File: config.mk
export PLATFORM = sky130hd
export DESIGN_NAME = fbc_cfg_regs
export DESIGN_NICKNAME = d
export VERILOG_FILES = /design/src/rtl/core/fbc_pkg.sv /design/src/rtl/core/fbc_cfg_regs.sv
export SDC_FILE = /design/constraint.sdc
export NUM_CORES = 1
export LEC_CHECK = 0
export BUFFER_PORTS_ARGS = -buffer_cell sky130_fd_sc_hd__buf_2
export CORE_MARGIN = 1.5
export CORE_UTILIZATION = 40
export DETAILED_ROUTE_END_ITERATION = 10
export GPL_TIMING_DRIVEN = 0
export PLACE_DENSITY = 0.74
export SLEW_MARGIN = 20
export SYNTH_ARGS = -nofsm -noshare
export SYNTH_HDL_FRONTEND = slang
export SYNTH_SLANG_ARGS = --single-unit
File: constraint.sdc
create_clock -name clk_i -period 2.6 [get_ports clk_i]
set_input_delay 0.39 -clock clk_i [delete_from_list [all_inputs] [get_ports clk_i]]
set_output_delay 0.39 -clock clk_i [all_outputs]
set_load 0.01 [all_outputs]
File: src/rtl/core/fbc_pkg.sv
// Shared constants and types of the frustum box culling block.
package fbc_pkg;

  localparam int CoordBits = 16;
  localparam int NumPlanes = 6;
  localparam int NumAxes   = 3;
  localparam int PartW     = 16;
  localparam int PlaneW    = 64;
  localparam int AddrW     = 6;
  localparam int IdxW      = 3;
  localparam int OffShift  = 14;
  localparam int ProdW     = CoordBits + PartW;
  localparam int OffW      = PartW + OffShift;
  localparam int DistW     = ((ProdW > OffW) ? ProdW : OffW) + 2;

  localparam logic [IdxW-1:0] OffSlot = IdxW'(3);

  typedef logic [CoordBits-1:0] coord_t;
  typedef coord_t [NumAxes-1:0] corner_t;
  typedef logic [NumPlanes-1:0][PlaneW-1:0] plane_set_t;

  typedef struct packed {
    logic s1_en;
    logic s2_en;
    logic s3_en;
  } fbc_adv_t;

endpackage

File: src/rtl/core/fbc_cfg_regs.sv
// APB register file that holds the six frustum planes.
module fbc_cfg_regs (
  input  logic                          clk_i,
  input  logic                          rst_ni,
  input  logic                          psel,
  input  logic                          penable,
  input  logic                          pwrite,
  input  logic [fbc_pkg::AddrW-1:0]     paddr,
  input  logic [fbc_pkg::PlaneW-1:0]    pwdata,
  output logic [fbc_pkg::PlaneW-1:0]    prdata,
  output logic                          pready,
  output fbc_pkg::plane_set_t           planes_o
);

  logic [fbc_pkg::IdxW-1:0] idx;
  logic                     idx_ok;
  logic                     wr_en;
  fbc_pkg::plane_set_t      plane_q;

  assign idx    = paddr[fbc_pkg::AddrW-1:fbc_pkg::AddrW-fbc_pkg::IdxW];
  assign idx_ok = (idx < fbc_pkg::IdxW'(fbc_pkg::NumPlanes));
  assign wr_en  = psel && penable && pwrite && idx_ok;
  assign pready = 1'b1;

  always_ff @(posedge clk_i or negedge rst_ni) begin
    if (!rst_ni) begin
      plane_q <= '0;
    end else if (wr_en) begin
      plane_q[idx] <= pwdata;
    end
  end

  always_comb begin
    prdata = '0;
    if (idx_ok) begin
      prdata = plane_q[idx];
    end
  end

  assign planes_o = plane_q;

endmodule

==> flow_summary_export.csv <==
group,metric,value,unit
clocking,clk_latency,0.56,ns
grt,grtUsageTotal,26.4,%
sta,setup-tns-final,0,ns
die,pin_count,524,
pwr,power-per-cell-area,823,nW/um^2
sta,fin_crit_sh,99.1,%
final_layout,largest_reg_flops,384,
detailed_routing,wl_per_cell,25.5,um
grt,grt_pass1_vias,13341,
clocking,clockBufferDepth,3,
synth,synth_nets,1261,
detailed_routing,vias,12840,
placed_design,port_buffers,518,
final_layout,fillers,3748,
worst_setup_path,worstPathRequired,2.21,ns
sta,slew_headroom,39.5,%
detailed_routing,viasPerCell,5.44,
grt,grt_pass1_wl,87700,um
pwr,cellLeakagePower,11.7,nW
sta,skew,0,ns
synth,ys_warn_count,0,
detailed_routing,firstDrtPassIters,5,
clocking,cts_sinks,384,
die,die_y,212,um
sta,drv_slew,0,
pwr,worst_ir_drop_vdd,669,uV
grt,antenna_found_initial,4,
final_layout,areaGrowthSynthToFinish,27.3,%
die,dieArea,45000,um^2
clocking,clkTransAtPathRegs,0.05,ns
synth,syn_area,17500,um^2
clocking,post_cts_buffers,0,
worst_setup_path,worstSetupPathType,"in -> out",
detailed_routing,route.detailed.drc,0,
detailed_routing,drt_iter0_drc,572,
clocking,cts_root_buf,"clkbuf_16",
detailed_routing,wl,60100,um
detailed_routing,antenna_left,0,
die,rows,76,
worst_setup_path,worstSetupEndpointType,"primary output",
final_layout,layout-drive-gt1-share,37.4,%
sta,fin_crit,2.58,ns
worst_setup_path,startpoint_type,"input pin",
synth,synth.distinct_cells,26,
min_path,min_path_type,"in -> reg",
clocking,cts_buffers,42,
die,die_w,212,um
synth,avgSynthCellArea,14.8,um^2
synth,ys_seq_area_share,54.9,%
grt,grt.overflow.total,0,
sta,rsz0062_at_grt,"no",
sta,finalSetupViolCount,0,
placed_design,dp_hpwl,43000,um
synth,synthCells,1186,
sta,hold_ws,0.121,ns
sta,max_freq,0.388,GHz
clocking,cts_tree,"done",
outcome,status,"complete, no violations",
final_layout,layout.nets,1828,
worst_setup_path,arrival,2.19,ns
die,start_util,40.6,%
synth,ys_ff_latch,384,
clocking,htree_levels,2,
worst_setup_path,crit_fanout,10,
die,core,43100,um^2
run,cap_violations,0,
grt,grt_max_degree,99,
sta,worst_slew_pin_slew,0.908,ns
sta,finalHoldViolations,0,
placed_design,gp_congestion,0.832,
## report_power, final
part	switching, mW	internal (mW)	leakage [nW]
Sequential	0.925	7.15	4.91
Combinational	2.47	2.01	6.15
Clock	2.35	3.43	0.636
## stage by stage
step | instances | utilization (%) | setup slack, ns | total power, mW | area [um^2]
finish | 2361 | 51.7 | 0.0225 | 18.3 | 22300
detailed placement | 2293 | 48.6 | -0.0887 | 12.6 | 20900
floorplan | 1186 | - | 0.722 | 10.2 | 17500
global placement | 2289 | 48.3 | -6.19 | 12.5 | 20800
CTS | 2360 | 51.7 | 0.00519 | 18.4 | 22300
global route | 2361 | 51.7 | 0.00137 | 19.1 | 22300
## cells in the mapped netlist
library cell  instances  area share [%]
mux2_1              401              26
dfrtp_1             384              55
mux2i_1             147             8.4
o21ai_1              41             1.2
o22a_1               41             2.1
buf_4                27             1.2
a221o_1              22             1.3
inv_1                22            0.47
o32ai_1              22             1.1
buf_6                19             1.2
buf_2                18            0.51
clkbuf_1             18            0.39
mux2_2                5            0.32
nor2_8                4            0.46
nand2b_1              2           0.071
nor2_4                2            0.13
nor2b_1               2           0.071
a211oi_1              1           0.043
a221oi_1              1           0.050
conb_1                1           0.021
nand2_1               1           0.021
nand4_4               1            0.12
nand4b_4              1            0.14
nor2_1                1           0.021
or2_0                 1           0.036
or2_4                 1           0.050
## final timing paths
check	start	endpoint	depth (start not counted)	slack, ns
min in group asynchronous	rst_ni	planes_o[75]	2	0.35
worst min-delay path	pwdata[50]	planes_o[114]	2	0.12
worst max register to register	planes_o[180]	planes_o[180]	1	1.73
worst min register to register	planes_o[250]	planes_o[250]	1	0.50
worst max-delay path	paddr[5]	prdata[61]	7	0.02
max in group asynchronous	rst_ni	planes_o[229]	4	0.99
## layer usage
metal  wire length, um  track usage, %
met5                17               0
met2             28800            43.7
met3              4810            6.68
met4              1700            9.29
met1             24800            33.4
## cell usage in the layout (no fill, tap or decap), drive strengths merged, types with 3 or more instances in the layout
cell type,n
mux2,406
inv,22
nor2,7
o21ai,41
mux2i,147
dfrtp,384
o32ai,22
clkbuf,79
clkinv,3
o22a,41
a221o,22
buf,585
## critical path, stage by stage
cell and delay, ns:
buf_2 0.22, nand2b_1 0.14, buf_4 0.25, clkbuf_1 0.64, o22a_1 0.27, o21ai_1 0.08
buf_2 0.18
## kinds of logic after synthesis
kind of cell | synth area share (%)
and+or+nand+nor | 1.12
DFF | 54.9
buffers and inverters | 3.75
other | 0.0214
AOI/OAI and AO/OA | 5.68
muxes | 34.5
## layout make-up
cell class	instances	area, um^2	share of cell area (%)
clock inverters	6	82.6	0.371
well taps	585	732	3.28
diodes	1	2.50	0.0112
plain buffers	82	593	2.66
inverters	22	82.6	0.371
clock buffers	60	1220	5.49
flip-flops and latches	384	9610	43.1
multi-input cells	698	7240	32.5
repair buffers	523	2720	12.2
## what timing repair did
action                     4_1_cts  5_1_grt
setup endpoints to repair       16       14
hold endpoints to repair        49        0
gates resized for setup          6       12
hold buffers                     1        0
(Power assumes the default switching activity.)
