**config.mk**
```make
export PLATFORM = sky130hd
export DESIGN_NAME = fbc_plane_lane
export DESIGN_NICKNAME = d
export VERILOG_FILES = /design/src/rtl/core/fbc_pkg.sv /design/src/rtl/core/fbc_plane_lane.sv
export SDC_FILE = /design/constraint.sdc
export NUM_CORES = 2
export LEC_CHECK = 0
export ABC_AREA = 1
export CAP_MARGIN = 30
export CORE_AREA = 2 2 289 348
export DETAILED_ROUTE_END_ITERATION = 8
export DIE_AREA = 0 0 291 350
export DONT_BUFFER_PORTS = 1
export PLACE_DENSITY = 0.58
export RECOVER_POWER = 25
export SETUP_SLACK_MARGIN = 0.4
export SLEW_MARGIN = 20
export SYNTH_ARGS = -nofsm -noshare
export SYNTH_HDL_FRONTEND = slang
export SYNTH_SLANG_ARGS = --single-unit
```
**constraint.sdc**
```tcl
create_clock -name clk_i -period 8.4 [get_ports clk_i]
set_input_delay 1.68 -clock clk_i [delete_from_list [all_inputs] [get_ports clk_i]]
set_output_delay 1.68 -clock clk_i [all_outputs]
set_load 0.1 [all_outputs]
```
**src/rtl/core/fbc_pkg.sv**
```systemverilog
// Shared constants and types of the frustum box culling block.
package fbc_pkg;

  localparam int CoordBits = 16;
  localparam int NumPlanes = 6;
  localparam int NumAxes   = 3;
  localparam int PartW     = 16;
  localparam int PlaneW    = 64;
  localparam int AddrW     = 6;
  localparam int IdxW      = 3;
  localparam int OffShift  = 14;
  localparam int ProdW     = CoordBits + PartW;
  localparam int OffW      = PartW + OffShift;
  localparam int DistW     = ((ProdW > OffW) ? ProdW : OffW) + 2;

  localparam logic [IdxW-1:0] OffSlot = IdxW'(3);

  typedef logic [CoordBits-1:0] coord_t;
  typedef coord_t [NumAxes-1:0] corner_t;
  typedef logic [NumPlanes-1:0][PlaneW-1:0] plane_set_t;

  typedef struct packed {
    logic s1_en;
    logic s2_en;
    logic s3_en;
  } fbc_adv_t;

endpackage

```
**src/rtl/core/fbc_plane_lane.sv**
```systemverilog
// Three-stage distance test of a box against one plane.
module fbc_plane_lane (
  input  logic                          clk_i,
  input  fbc_pkg::fbc_adv_t             adv_i,
  input  logic [fbc_pkg::PlaneW-1:0]    plane_i,
  input  fbc_pkg::corner_t              lo_i,
  input  fbc_pkg::corner_t              hi_i,
  output logic                          behind_o
);

  fbc_pkg::corner_t                                   pick_d;
  fbc_pkg::corner_t                                   pick_q;
  logic signed [fbc_pkg::NumAxes-1:0][fbc_pkg::ProdW-1:0] prod_q;
  logic signed [fbc_pkg::DistW-1:0]                   dist_sum;
  logic signed [fbc_pkg::PartW-1:0]                   offset;
  logic                                               behind_q;

  // The farthest corner along the normal is picked per axis, so one sum covers all eight.
  always_comb begin
    logic signed [fbc_pkg::PartW-1:0] n;
    logic                             lo_gt;
    for (int a = 0; a < fbc_pkg::NumAxes; a++) begin
      n     = plane_i[fbc_pkg::PartW*a +: fbc_pkg::PartW];
      lo_gt = ($signed(lo_i[a]) > $signed(hi_i[a]));
      if (n[fbc_pkg::PartW-1]) begin
        pick_d[a] = lo_gt ? hi_i[a] : lo_i[a];
      end else begin
        pick_d[a] = lo_gt ? lo_i[a] : hi_i[a];
      end
    end
  end

  always_ff @(posedge clk_i) begin
    if (adv_i.s1_en) begin
      pick_q <= pick_d;
    end
  end

  always_ff @(posedge clk_i) begin
    if (adv_i.s2_en) begin
      for (int a = 0; a < fbc_pkg::NumAxes; a++) begin
        prod_q[a] <= $signed(pick_q[a]) *
                     $signed(plane_i[fbc_pkg::PartW*a +: fbc_pkg::PartW]);
      end
    end
  end

  assign offset = plane_i[fbc_pkg::PartW*fbc_pkg::OffSlot +: fbc_pkg::PartW];

  always_comb begin
    dist_sum = fbc_pkg::DistW'($signed(prod_q[0])) + fbc_pkg::DistW'($signed(prod_q[1]))
             + fbc_pkg::DistW'($signed(prod_q[2]))
             + (fbc_pkg::DistW'(offset) <<< fbc_pkg::OffShift);
  end

  always_ff @(posedge clk_i) begin
    if (adv_i.s3_en) begin
      behind_q <= dist_sum[fbc_pkg::DistW-1];
    end
  end

  assign behind_o = behind_q;

endmodule

```
==> reports/results.txt <==
RSZ-0062 raised after global routing: false
Via Count: 27.89k
Residual DRC: 0
Tot GR Track Use: 0.2015
HP Class: flip-flop to flip-flop
I/O pins: 165
Max Fclk: 144.6 MHz
Number of global-route vias before repair: 30.72k
Worst slew pin tran: 0.9817 ns
Critical Path Sink Type: flip-flop
P&R area growth vs syn: 3.933%
Worst-Skew Late Latency: 0.48 ns
Diode count: 0
Proportion of layout cells with a drive suffix above 1: 0.01624
Number of port buffers: 0
CTS tree: done
Commonest non-fill, non-tap cell in the layout: inv_1
Drt first pass iters: 5
Worst Hold Endpoint: prod_q[64]
# Post-CTS Setup Buffers: 0
Die Ht: 350 um
Post-synthesis register bit count: 145
Global-route wire length before repair: 161500 um
Syn_area_per_cell: 8.441 um^2
Clock root cell: clkbuf_16
Worst reg2reg path endpoint: prod_q[31]
CTS Buf Count: 17
Ys Warns: 0
Crit path max fanout: 14
Mapped Area: 0.03913 mm^2
Worst Setup Path Type: input port to flip-flop
EDFF count, synth: 145
Initial Util: 0.3984
Reg2reg start: pick_q[15]
Final setup vio count: 0
CTS Hold Bufs: 0
Grt ovf: 0
Worst Path Arrival: 7.13 ns
Routed WL: 96920 um
Final instance area: 0.04067 mm^2
Hold Path Depth: 3
GP Congestion: 0.8736
R2R Setup Slk: 1.99 ns
Final Hold Fails: 0
Initial antenna violation count: 0
Setup TNS: 0 ns
Worst reg2reg path depth: 18
Outcome: finished clean
DP Wirelength: 81930 um
Commonest cells after routing, fill and taps aside: inv_1, nand2_1, fa_1
Synthesized Nets: 5973
Nets@finish: 5819
Fin crit share: 0.8234
Register area share after synthesis: 0.1113
Clock sink count: 145
Data required, critical path: 8.61 ns
Yosys cell types: 36
Post_cts resized: 0
Max Buffers Root-to-Sink: 2
Critical hold path startpoint: pick_q[32]
CTS H-tree depth: 4
Reg clk slew, reported paths: 0.07 ns
Routed vias/inst: 4.830
DR iter-0 viols: 1359
Die width: 291 um
Startpoint Class: input port
Top_reg_cell synth: edfxtp_1
Routed Antenna Nets: 0
Largest net degree at the start of global routing: 97
FP Rows: 126
Clock Skews: 0.01090 ns
Tmin final: 6.917 ns
Post-Syn Instances: 4636
Core area: 0.09822 mm^2
Die area: 0.1019 mm^2
Async set or reset register ratio after synthesis: 0
Placed cell areas: 0.04009 mm^2
Max-Cap Viols: 0
Rel. slew slack: 0.3455
Final Slew Violations: 0
Wire per inst: 16.78 um
metal layers:
| layer | vias up | share of wire | GRT usage |
|---|---|---|---|
| met1 | 14130 | 0.41 | 0.2461 |
| met2 | 591 | 0.52 | 0.3703 |
| met4 | 0 | 0.020 | 0.05012 |
| met3 | 102 | 0.049 | 0.03144 |
| li1 | 13080 | - | - |
| met5 | - | 0 | 0 |
kinds of logic after synthesis:
logic type	count (synthesis)	share of synthesized area
adders and majority gates	1173	0.5354
AOI/OAI and AO/OA	241	0.03408
xor gates and xnor gates	104	0.02328
and+or+nand+nor	1426	0.1466
buffers and inverters	1547	0.1494
DFF	145	0.1113
stage by stage:
stage	hold WS [ns]	std cells	utilization	setup WS, ns
final	0.8603	5775	0.4141	1.483
after global routing	0.9221	5775	0.4141	1.266
after CTS	0.8641	5774	0.4140	1.596
after detailed placement	0.8488	5742	0.4082	1.090
after global placement	0.8460	5742	0.4082	1.149
after floorplan	0.6059	4636	-	1.305
cells in the mapped netlist, types with 13 or more instances:
| cell | n | area share |
|---|---|---|
| nand2_1 | 1078 | 0.10 |
| xnor2_1 | 42 | 0.0094 |
| o21ai_0 | 60 | 0.0077 |
| a21oi_1 | 126 | 0.016 |
| fa_1 | 836 | 0.43 |
| o21bai_1 | 13 | 0.0025 |
| a21o_1 | 15 | 0.0029 |
| nand3_1 | 141 | 0.018 |
| nor3_1 | 20 | 0.0026 |
| xor2_1 | 62 | 0.014 |
| clkbuf_1 | 176 | 0.017 |
| ha_1 | 337 | 0.11 |
| edfxtp_1 | 145 | 0.11 |
| inv_1 | 1358 | 0.13 |
| or2_2 | 14 | 0.0022 |
| nor2_1 | 131 | 0.013 |
| nand4_1 | 17 | 0.0027 |
final cells by class:
cell class	instances	area [um^2]
Inverter	1361	5109
Timing Repair Buffer	13	105.1
Tap cell	1280	1602
Fill cell	9944	57540
Multi-Input combinational cell	2944	28930
Sequential cell	145	4354
Clock inverter	15	145.1
Clock buffer	17	425.4
worst max-delay path, stage by stage:
cell	delay, ns
clkinv_1	0.40
or2_2	0.49
fa_1	0.46
fa_1	0.49
inv_1	0.05
fa_1	0.49
fa_1	0.48
fa_1	0.50
inv_1	0.05
fa_1	0.48
inv_1	0.04
ha_1	0.37
nand2_1	0.10
inv_1	0.10
nand2_1	0.06
nor2_1	0.26
nand4_1	0.18
nand3_1	0.18
a21oi_1	0.11
xnor2_1	0.15
how the worst max path moves through the flow:
stage                       endpoint  cells past startpoint         from  slack, ns
after floorplan           prod_q[63]                     21  plane_i[19]       1.31
after global placement    prod_q[25]                     20  plane_i[15]       1.15
after detailed placement  prod_q[88]                     20  plane_i[47]       1.09
after CTS                 prod_q[88]                     20  plane_i[47]       1.60
after global routing      prod_q[88]                     20  plane_i[47]       1.27
final                     prod_q[88]                     20  plane_i[47]       1.48
sequential cells by signal, summed over array words and instances, names as in the netlist:
signal / count
pick_q: 48
behind_o: 1
prod_q: 96
Power is left out: the tool's default activity adds up to more than one toggle a clock period on the data nets, which glitch-free logic cannot reach.
